[config.mk]
export PLATFORM = sky130hd
export DESIGN_NAME = display_power_timeout_controller_unit
export DESIGN_NICKNAME = d
export VERILOG_FILES = /design/src/rtl/dpt_pkg.sv /design/src/rtl/dpt_cfg.sv /design/src/rtl/dpt_core.sv /design/src/rtl/display_power_timeout_controller_unit.sv
export SDC_FILE = /design/constraint.sdc
export NUM_CORES = 1
export LEC_CHECK = 0
export ABC_AREA = 1
export BUFFER_PORTS_ARGS = -buffer_cell sky130_fd_sc_hd__buf_2
export CORE_MARGIN = 5
export CORE_UTILIZATION = 54
export DETAILED_ROUTE_END_ITERATION = 8
export HOLD_SLACK_MARGIN = 0.15
export PLACE_DENSITY = 0.75
export SLEW_MARGIN = 20
export SYNTH_ARGS = -nofsm -noshare
export SYNTH_HDL_FRONTEND = slang
export SYNTH_SLANG_ARGS = --single-unit
[constraint.sdc]
create_clock -name i_clk -period 17.2 [get_ports i_clk]
set_input_delay 1.72 -clock i_clk [delete_from_list [all_inputs] [get_ports i_clk]]
set_output_delay 1.72 -clock i_clk [all_outputs]
set_load 0.01 [all_outputs]
[src/rtl/dpt_pkg.sv]
package dpt_pkg;

    // Item kinds carried in the input tuser.
    typedef enum logic [1:0] {
        FUNC_EVENT  = 2'd0,
        FUNC_TICK   = 2'd1,
        FUNC_START  = 2'd2,
        FUNC_UNUSED = 2'd3
    } t_func;

    // Event codes.
    localparam logic [3:0] EV_BUTTON    = 4'd0;
    localparam logic [3:0] EV_INTERACT  = 4'd1;
    localparam logic [3:0] EV_TAP       = 4'd2;
    localparam logic [3:0] EV_SWIPE_UP  = 4'd3;
    localparam logic [3:0] EV_SWIPE_DN  = 4'd4;
    localparam logic [3:0] EV_SWIPE_LT  = 4'd5;
    localparam logic [3:0] EV_SWIPE_RT  = 4'd6;
    localparam logic [3:0] EV_TIMEOUT   = 4'd7;
    localparam logic [3:0] EV_ALARM     = 4'd8;
    localparam logic [3:0] EV_CALL      = 4'd9;
    localparam logic [3:0] EV_SOS       = 4'd10;

    // Register indexes on the configuration port.
    localparam logic REG_TIMEOUT = 1'b0;
    localparam logic REG_MODE    = 1'b1;

    // Time base and timing constants.
    localparam int TIME_BITS_DEF     = 32;
    localparam int NOW_W             = 32;
    localparam int TIMEOUT_MS_W      = 26;
    localparam logic [15:0] ULTRA_DEFAULT_SEC = 16'd10;
    localparam logic [9:0]  MS_PER_SEC        = 10'd1000;
    localparam int GRACE_MS          = 1500;
    localparam logic [1:0]  ULTRA_MODE        = 2'd2;

    // One accepted command.
    typedef struct packed {
        t_func              func;
        logic [3:0]         event_code;
        logic [NOW_W-1:0]   now_ms;
        logic               start_on;
    } t_cmd;

    // One result.
    typedef struct packed {
        logic screen_is_on;
        logic deep_sleep_cmd;
        logic screen_off_cmd;
        logic screen_on_cmd;
    } t_result;

    // Configuration values seen by the core.
    typedef struct packed {
        logic [15:0] timeout_seconds;
        logic [1:0]  power_mode;
    } t_cfg;

endpackage

[src/rtl/dpt_cfg.sv]
module dpt_cfg (
    input  logic              i_clk,
    input  logic              i_rst_n,
    input  logic              psel,
    input  logic              penable,
    input  logic              pwrite,
    input  logic [2:0]        paddr,
    input  logic [31:0]       pwdata,
    output logic [31:0]       prdata,
    output logic              pready,
    output dpt_pkg::t_cfg     o_cfg
);

    logic [15:0] r_timeout;
    logic [1:0]  r_mode;
    logic        w_wr;

    assign pready = 1'b1;
    assign w_wr   = psel && penable && pwrite;

    // Register writes complete in the access phase.
    always_ff @(posedge i_clk) begin
        if (!i_rst_n) begin
            r_timeout <= '0;
            r_mode    <= '0;
        end else if (w_wr) begin
            if (paddr[2] == dpt_pkg::REG_TIMEOUT) begin
                r_timeout <= pwdata[15:0];
            end else begin
                r_mode <= pwdata[1:0];
            end
        end
    end

    // Read back the addressed register.
    always_comb begin
        if (paddr[2] == dpt_pkg::REG_TIMEOUT) begin
            prdata = {16'd0, r_timeout};
        end else begin
            prdata = {30'd0, r_mode};
        end
    end

    assign o_cfg.timeout_seconds = r_timeout;
    assign o_cfg.power_mode      = r_mode;

endmodule

[src/rtl/dpt_core.sv]
module dpt_core #(
    parameter int TIME_BITS = dpt_pkg::TIME_BITS_DEF
) (
    input  logic              i_clk,
    input  logic              i_rst_n,
    input  logic              i_en,
    input  dpt_pkg::t_cmd     i_cmd,
    input  dpt_pkg::t_cfg     i_cfg,
    output dpt_pkg::t_result  o_result
);

    localparam int CMP_W = (TIME_BITS > dpt_pkg::TIMEOUT_MS_W) ?
                           TIME_BITS : dpt_pkg::TIMEOUT_MS_W;

    logic                  r_on, n_on;
    logic [TIME_BITS-1:0]  r_last, n_last;
    logic [TIME_BITS-1:0]  r_off, n_off;
    logic                  r_off_valid, n_off_valid;

    logic [63:0]                     w_now_ext;
    logic [TIME_BITS-1:0]            w_now;
    logic                            w_ultra;
    logic [15:0]                     w_eff_sec;
    logic [dpt_pkg::TIMEOUT_MS_W-1:0] w_timeout_ms;
    logic [TIME_BITS-1:0]            w_since_touch;
    logic [TIME_BITS-1:0]            w_since_off;
    logic                            w_expired;
    logic                            w_grace_done;
    logic                            w_on_cmd, w_off_cmd, w_ds_cmd;

    // Current time reduced to the time base.
    assign w_now_ext = {32'd0, i_cmd.now_ms};
    assign w_now     = w_now_ext[TIME_BITS-1:0];

    // Effective timeout; ultra mode turns a zero timeout into the default.
    assign w_ultra   = i_cfg.power_mode >= dpt_pkg::ULTRA_MODE;
    assign w_eff_sec = (w_ultra && i_cfg.timeout_seconds == 16'd0) ?
                       dpt_pkg::ULTRA_DEFAULT_SEC : i_cfg.timeout_seconds;
    assign w_timeout_ms = dpt_pkg::TIMEOUT_MS_W'(w_eff_sec) *
                          dpt_pkg::TIMEOUT_MS_W'(dpt_pkg::MS_PER_SEC);

    // Wrapping elapsed times and their threshold compares.
    assign w_since_touch = w_now - r_last;
    assign w_since_off   = w_now - r_off;
    assign w_expired     = CMP_W'(w_since_touch) >= CMP_W'(w_timeout_ms);
    assign w_grace_done  = w_since_off >= TIME_BITS'(dpt_pkg::GRACE_MS);

    // Next state for one command.
    always_comb begin
        n_on        = r_on;
        n_last      = r_last;
        n_off       = r_off;
        n_off_valid = r_off_valid;
        w_on_cmd    = 1'b0;
        w_off_cmd   = 1'b0;
        w_ds_cmd    = 1'b0;
        unique case (i_cmd.func)
            dpt_pkg::FUNC_START: begin
                n_on        = i_cmd.start_on;
                n_last      = w_now;
                n_off_valid = !i_cmd.start_on;
                n_off       = i_cmd.start_on ? '0 : w_now;
            end
            dpt_pkg::FUNC_EVENT: begin
                unique case (i_cmd.event_code)
                    dpt_pkg::EV_BUTTON: begin
                        if (r_on) begin
                            n_on        = 1'b0;
                            n_off       = w_now;
                            n_off_valid = 1'b1;
                            w_off_cmd   = 1'b1;
                        end else begin
                            n_last      = w_now;
                            n_on        = 1'b1;
                            n_off_valid = 1'b0;
                            n_off       = '0;
                            w_on_cmd    = 1'b1;
                        end
                    end
                    dpt_pkg::EV_INTERACT, dpt_pkg::EV_ALARM,
                    dpt_pkg::EV_CALL, dpt_pkg::EV_SOS: begin
                        // Wake; while already on only the touch time moves.
                        n_last = w_now;
                        if (!r_on) begin
                            n_on        = 1'b1;
                            n_off_valid = 1'b0;
                            n_off       = '0;
                            w_on_cmd    = 1'b1;
                        end
                    end
                    dpt_pkg::EV_TAP, dpt_pkg::EV_SWIPE_UP, dpt_pkg::EV_SWIPE_DN,
                    dpt_pkg::EV_SWIPE_LT, dpt_pkg::EV_SWIPE_RT: begin
                        if (r_on) begin
                            n_last = w_now;
                        end
                    end
                    dpt_pkg::EV_TIMEOUT: begin
                        if (r_on) begin
                            n_on        = 1'b0;
                            n_off       = w_now;
                            n_off_valid = 1'b1;
                            w_off_cmd   = 1'b1;
                        end
                    end
                    default: begin
                    end
                endcase
            end
            dpt_pkg::FUNC_TICK: begin
                if (r_on && w_eff_sec != 16'd0) begin
                    if (w_expired) begin
                        n_on        = 1'b0;
                        n_off       = w_now;
                        n_off_valid = 1'b1;
                        w_off_cmd   = 1'b1;
                    end
                end else if (!r_on && w_ultra && r_off_valid) begin
                    // Grace period over: request deep sleep and re-arm.
                    if (w_grace_done) begin
                        w_ds_cmd = 1'b1;
                        n_off    = w_now;
                    end
                end
            end
            default: begin
            end
        endcase
    end

    // State advances once per command.
    always_ff @(posedge i_clk) begin
        if (!i_rst_n) begin
            r_on        <= 1'b0;
            r_last      <= '0;
            r_off       <= '0;
            r_off_valid <= 1'b0;
        end else if (i_en) begin
            r_on        <= n_on;
            r_last      <= n_last;
            r_off       <= n_off;
            r_off_valid <= n_off_valid;
        end
    end

    assign o_result.screen_on_cmd  = w_on_cmd;
    assign o_result.screen_off_cmd = w_off_cmd;
    assign o_result.deep_sleep_cmd = w_ds_cmd;
    assign o_result.screen_is_on   = n_on;

endmodule

[src/rtl/display_power_timeout_controller_unit.sv]
// Flow: an accepted transaction is held in the input register, and its result is registered
// in the result register, from which the result transaction completes.
// Throughput: one transaction per cycle; the single-pass logic between the input
// register and the result register sets this, and stalls only follow m_axis_tready.
// Reset: synchronous, active low; screen off, no off time recorded, state and configuration registers zero.
module display_power_timeout_controller_unit #(
    parameter int TIME_BITS = dpt_pkg::TIME_BITS_DEF
) (
    input  logic        i_clk,
    input  logic        i_rst_n,
    // Configuration port.
    input  logic        psel,
    input  logic        penable,
    input  logic        pwrite,
    input  logic [2:0]  paddr,
    input  logic [31:0] pwdata,
    output logic [31:0] prdata,
    output logic        pready,
    // Command stream.
    input  logic        s_axis_tvalid,
    output logic        s_axis_tready,
    input  logic [39:0] s_axis_tdata,  // event_code[3:0], now_ms[35:4], start_on[36], zero
    input  logic [1:0]  s_axis_tuser,  // func[1:0]
    // Result stream.
    output logic        m_axis_tvalid,
    input  logic        m_axis_tready,
    output logic [7:0]  m_axis_tdata   // screen_on_cmd, screen_off_cmd, deep_sleep_cmd,
                                       // screen_is_on, zero
);

    dpt_pkg::t_cfg    w_cfg;
    dpt_pkg::t_cmd    r_cmd;
    dpt_pkg::t_result w_result;
    dpt_pkg::t_result r_result;
    logic             r_cmd_valid;
    logic             r_out_valid;
    logic             w_advance;
    logic             w_accept;

    dpt_cfg u_cfg (
        .i_clk   (i_clk),
        .i_rst_n (i_rst_n),
        .psel    (psel),
        .penable (penable),
        .pwrite  (pwrite),
        .paddr   (paddr),
        .pwdata  (pwdata),
        .prdata  (prdata),
        .pready  (pready),
        .o_cfg   (w_cfg)
    );

    // The held command moves on when the result register is free or drains.
    assign w_advance     = r_cmd_valid && (!r_out_valid || m_axis_tready);
    assign s_axis_tready = !r_cmd_valid || w_advance;
    assign w_accept      = s_axis_tvalid && s_axis_tready;

    // Input register.
    always_ff @(posedge i_clk) begin
        if (!i_rst_n) begin
            r_cmd_valid <= 1'b0;
        end else if (s_axis_tready) begin
            r_cmd_valid <= s_axis_tvalid;
        end
    end

    always_ff @(posedge i_clk) begin
        if (w_accept) begin
            r_cmd.func       <= dpt_pkg::t_func'(s_axis_tuser);
            r_cmd.event_code <= s_axis_tdata[3:0];
            r_cmd.now_ms     <= s_axis_tdata[35:4];
            r_cmd.start_on   <= s_axis_tdata[36];
        end
    end

    dpt_core #(
        .TIME_BITS (TIME_BITS)
    ) u_core (
        .i_clk    (i_clk),
        .i_rst_n  (i_rst_n),
        .i_en     (w_advance),
        .i_cmd    (r_cmd),
        .i_cfg    (w_cfg),
        .o_result (w_result)
    );

    // Result register.
    always_ff @(posedge i_clk) begin
        if (!i_rst_n) begin
            r_out_valid <= 1'b0;
        end else if (w_advance) begin
            r_out_valid <= 1'b1;
        end else if (m_axis_tready) begin
            r_out_valid <= 1'b0;
        end
    end

    always_ff @(posedge i_clk) begin
        if (w_advance) begin
            r_result <= w_result;
        end
    end

    assign m_axis_tvalid = r_out_valid;
    assign m_axis_tdata  = {4'd0, r_result};

endmodule

# After elaboration in Yosys (flattened, before gate mapping)
# Index checks and enable logic that the tools add are counted.
dict set report word_totals {
  register_bits 129
  in_bits 84
  output_inout_bits 43
  wordCells 114
}
dict set report classes {
  add_sub_neg 2
  n_mul 1
  n_lt_le_gt_ge 3
  eq_ne 23
  mux 34
  bitwise_logic 3
  reduce_logical 32
}
# op count
set ops {}
lappend ops {{2-to-1 mux 32 bit} 9}
lappend ops {{one-hot mux 32 bit (3 select lines)} 3}
lappend ops {{one-hot mux 32 bit (2 select lines)} 1}
lappend ops {{subtractor 32 bit} 2}
lappend ops {{>= comparator 32 x 11 -> 1 bit, second input constant} 1}
lappend ops {{>= comparator 32 x 26 -> 1 bit} 1}
lappend ops {{2-to-1 mux 16 bit} 2}
lappend ops {{multiplier 16 x 7 -> 23 bit, second input constant} 1}
lappend ops {{== test 4 x 3 -> 1 bit, second input constant} 4}
lappend ops {{zero test 16 bit} 1}
lappend ops {{nonzero test 16 bit} 1}
lappend ops {{2-to-1 mux 1 bit} 14}
lappend ops {{== test 4 bit, second input constant} 3}
lappend ops {{one-hot mux 1 bit (3 select lines)} 4}
lappend ops {{OR reduction 5 bit} 2}
lappend ops {{!= test 3 x 2 -> 1 bit, second input constant} 3}
lappend ops {{== test 4 x 2 -> 1 bit, second input constant} 2}
lappend ops {{logical AND 1 bit} 8}
lappend ops {{AND reduction 8 bit} 1}
lappend ops {{AND reduction 7 bit} 1}
lappend ops {{!= test 3 x 1 -> 1 bit, second input constant} 2}
lappend ops {{!= test 3 bit, second input constant} 2}
lappend ops {{AND reduction 2 bit} 3}
lappend ops {{AND reduction 5 bit} 1}
lappend ops {{other kinds (18)} 26}

# Longest topological paths before layout
dict set report depth {
  word_depth 8
  ltp_mapped 41
  mapped_depth_nobuf 41
}

# Modules after synthesis
# A second synthesis with hierarchy kept.
dict set report hier_totals {
  hier_cells 2053
  hier_area_um2 13540.5
}
# module instances cells_each area_per_inst_um2 seq_area_each_um2
set by_module_without_submodules {}
lappend by_module_without_submodules {dpt_core 1 1819 11001.8 1321.3}
lappend by_module_without_submodules {display_power_timeout_controller_unit 1 61 1420.1 1331.3}
lappend by_module_without_submodules {dpt_cfg 1 173 1118.6 360.3}

# Worst setup path after synthesis
# OpenSTA, ideal clock, no wires.
dict set report synth_timing {
  path_type {reg2reg}
  start {register u_cfg.r_timeout[8]}
  end {register u_core.r_off[10]}
  setup_ps 64
  arrival_time_ps 6545
  t_required_ps 17136
  setup_slack_ps 10591
  stages_incl_launch_ff 39
  n_path_buf 1
  synth_period_minus_slack_ps 6609
  cell_sequence {dfxtp_1 > inv_1 > nand3_1 > nor3_1 > nand4_1 > and2_1 > ha_1 > ha_1 > fa_1 > inv_1 > fa_1 > fa_1 > inv_1 > ha_1 > nand2_1 > o21ai_0 > nor2_1 > o21ai_0 > [... 3 more ...] > o21ai_0 > nand2_1 > nand3_1 > nand2_1 > ha_1 > nand2_1 > inv_1 > nand3_1 > nor3_1 > nand2_1 > a21oi_1 > nor2_1 > nand3_1 > nand2_1 > inv_2 > buf_1 > a21oi_1 > nor2_1}
}
dict set report synth_between {
  elab_chain_cells 7
  elab_cells_between_ends 13
  cone_classes {mul: 1; order compare: 1; eq/ne: 3; mux: 3; reduce/logical: 5}
}
# element line_no
set synth_rtl {}
lappend synth_rtl {{start, declared} dpt_cfg.sv:14} ;# logic [15:0] r_timeout;
lappend synth_rtl {{start signal, assigned} dpt_cfg.sv:28} ;# r_timeout <= pwdata[15:0];
lappend synth_rtl {{zero test 16 bit} dpt_core.sv:37} ;# assign w_eff_sec = (w_ultra && i_cfg.timeout_seconds == 16'd0) ?
lappend synth_rtl {{logical AND 1 bit} dpt_core.sv:37}
lappend synth_rtl {{2-to-1 mux 16 bit (*)} dpt_core.sv:37}
lappend synth_rtl {{multiplier 16 x 7 -> 23 bit or nonzero test 16 bit (tied branches)} {dpt_core.sv:39, dpt_core.sv:110}}
lappend synth_rtl {{>= comparator 32 x 26 -> 1 bit or logical AND 1 bit (tied branches)} {dpt_core.sv:45, dpt_core.sv:110}}
lappend synth_rtl {{!= test 3 x 2 -> 1 bit (no source line), or another cell as far along} n/a}
lappend synth_rtl {{AND reduction 8 bit (no source line) or one-hot mux 32 bit (3 select lines) (tied branches)} n/a}
lappend synth_rtl {{end signal, assigned} dpt_core.sv:140} ;# r_off <= n_off;
lappend synth_rtl {{end, declared} dpt_core.sv:17} ;# logic [TIME_BITS-1:0] r_off, n_off;
# Every way passes the cells marked *; elsewhere a longest branch is shown, timed or not.
# A chain may end at the register's enable or synchronous reset.

# Final worst setup path
dict set report layout_timing {
  start {register u_cfg.r_timeout[7]}
  end {register u_core.r_off[26]}
}
# The elaborated chain is that of the path after synthesis.

==> flow_summary.toml <==
[die]
die_h_um = 164
core-area_um2 = 23400
io_pins = 127
dieWidth_um = 164
num_rows = 56
start_util_pct = 54.6
die_area_um2 = 26800

[power_and_ir_drop]
power_leakage_nw = 6.67
seqPwrFrac_pct = 31.8
pwr-share-clk_pct = 34.6
p_comb_share_pct = 33.6
p_int_mw = 0.677
p_sw_share_pct = 38.0
ir_worst_vdd_mv = 0.0422
power.switching_mw = 0.415
powerDensity_nw_per_um2 = 78.6

[global_routing]
grt_overflow = 0
antenna_found_initial = 0
gr-usage-all-layers_pct = 24.1
grt_max_degree = 86
grt_pass1_vias = 11100
grt_first_pass_wirelength_um = 52200

[drt]
drc = 0
ant_nets = 0
drt_iter0_drc = 792
vias_per_cell = 5.20
num_vias = 11500
wirelength_um = 31800
post_drt_wl_per_cell_um = 14.4
firstDrtPassIters = 7

[place]
hpwl_um = 25400
port_buffers = 84
place.gp.congestion = 0.922

[clocking]
cts_tree = "done"
cts_hold_buf = 0
cts_buffer_depth = 2
ctsHtreeMaxLevel = 4
cts_resized = 0
numCtsBuffers = 17
worstSkewPairLatency_ns = 0.44
root_buffer = "clkbuf_16"
post-cts-setup-buffers = 0
clock_sink_count = 129
clkTransAtPathRegs_ns = 0.07

[critical_path]
worstPathMaxFanout = 55
cp.arrival_ns = 8.89
critPathMostFrequentCell = "nand2_1"
startpoint_type = "flip-flop"
cp_slowest_cell = "inv_2"
crit_required_ns = 17.58
cp-end-kind = "flip-flop"
slowest_delay_ns = 0.71
crit_type = "flip-flop to flip-flop"

[sta]
rsz0062_at_grt = "no"
max_slew_margin_pct = 32.7
finalSetupTns_ns = 0
slew_violations = 0
final_hold_viol_count = 0
max_slew.worst_pin.slew_ns = 1.01
timing.hold.ws_ns = 0.456
clock-skew-final_ns = 0.00963
period_share_pct = 49.5
max_freq_mhz = 118
finalCriticalPeriod_ns = 8.51
setup-violations-final = 0

[synth]
yosys_most_used_dff = "dfxtp_1"
synth.yosys.warnings = 0
synthCells = 1822
synth_edf_count = 43
synth_seq_cells = 129
async_reset_ff_share_pct = 0
ys_seq_area_share_pct = 23.6
synth.avg_cell_area_um2 = 7.01
synthesis.area_um2 = 12800
synth.distinct_cells = 50

[final_layout]
antenna_cells = 0
drive_gt1_share_pct = 8.42
areaGrowthSynthToFinish_pct = 8.72
nets = 2156

[run_status]
outcome = "finished clean"

[worst_hold_path]
hold_class = "flip-flop to flip-flop"

[flow_run]
maxCapViolations = 0
power by group through the flow:
stage                     Sequential (mW)  Combinational [mW]  Clock (mW)
final                               0.347               0.367       0.378
after global routing                0.349               0.422       0.397
after CTS                           0.347               0.368       0.382
after detailed placement            0.354               0.363           0
after global placement              0.353               0.354           0
after floorplan                     0.347               0.287           0
stage by stage:
| stage | utilization [%] | instance area, um^2 | std cells | total power, mW | setup slack [ns] |
|---|---|---|---|---|---|
| after floorplan | - | 12900 | 1841 | 0.634 | 10.59 |
| after global placement | 56.8 | 13300 | 2176 | 0.708 | 8.88 |
| after detailed placement | 56.8 | 13300 | 2176 | 0.716 | 8.79 |
| after CTS | 59.4 | 13900 | 2208 | 1.10 | 8.74 |
| after global routing | 59.4 | 13900 | 2208 | 1.17 | 8.01 |
| final | 59.4 | 13900 | 2208 | 1.09 | 8.69 |
cells by family after synthesis:
| family | synth area share (%) |
|---|---|
| AO/OA/AOI/OAI | 13.0 |
| XOR/XNOR | 3.63 |
| adder cells (fa/ha/maj) | 22.4 |
| buffers and inverters | 12.0 |
| flip-flops | 23.6 |
| other | 0.0588 |
| AND/OR/NAND/NOR | 25.4 |
synth_stat cells (23+ instances only):
cell / count / share of area, %
nand2_1: 406 / 12
inv_1: 297 / 8.7
nor2_1: 181 / 5.3
a21oi_1: 171 / 6.7
ha_1: 142 / 14
o21ai_0: 94 / 3.7
dfxtp_1: 86 / 13
nand3_1: 79 / 3.1
fa_1: 54 / 8.5
edfxtp_1: 43 / 10
clkbuf_1: 37 / 1.1
xor2_1: 33 / 2.3
buf_4: 23 / 1.4
worst paths after layout:
kind                            slack (ns)  cells past startpoint                end                from
worst max-delay path                  8.69                     39   u_core.r_off[26]  u_cfg.r_timeout[7]
worst min-delay path                  0.46                      2  u_core.r_last[17]   u_core.r_last[17]
worst max register to register        8.69                     39   u_core.r_off[26]  u_cfg.r_timeout[7]
worst min register to register        0.46                      2  u_core.r_last[17]   u_core.r_last[17]
sequential cells by signal, indices dropped and copies added (netlist names), 2 cells and up:
register	count
u_core.r_last	32
m_axis_tdata	4
u_cfg.r_mode	2
u_cfg.r_timeout	16
r_cmd	39
u_core.r_off	32
critical path: cells and delay by family, from the launching register on:
kind,cells,cell delay (ns)
adder cells (fa/ha/maj),7,2.79
AND/OR/NAND/NOR,21,2.49
AO/OA/AOI/OAI,6,1.62
buffers and inverters,5,1.21
flip-flops,1,0.35
cell usage in the layout (no fill, tap or decap), drive strengths merged, types with 7 or more instances in the layout:
cell type and instances:
nand2 415, inv 313, nor2 185, a21oi 174, ha 142, o21ai 99
nand3 93, buf 87, dfxtp 86, fa 54, edfxtp 43, xor2 33
conb 21, xnor2 20, nor3 20, nand4 19, clkbuf 17, nand3b 14
a31oi 7, o21bai 7
cell type report:
class                           count  area, um^2
Clock buffer                       17         425
Clock inverter                     15         166
Fill cell                        2220        9510
Inverter                          303        1140
Multi-Input combinational cell   1338        8310
Sequential cell                   129        3010
Tap cell                          319         399
Timing Repair Buffer               87         443
per-layer routing:
layer	global-route usage, %	vias up	share of wire [%]
li1	-	5919	-
met1	29.8	5261	44
met2	43.6	241	50
met3	3.36	54	3.8
met4	7.51	0	2.5
met5	0	-	0
Note: power is estimated with default switching activity, not from simulation.
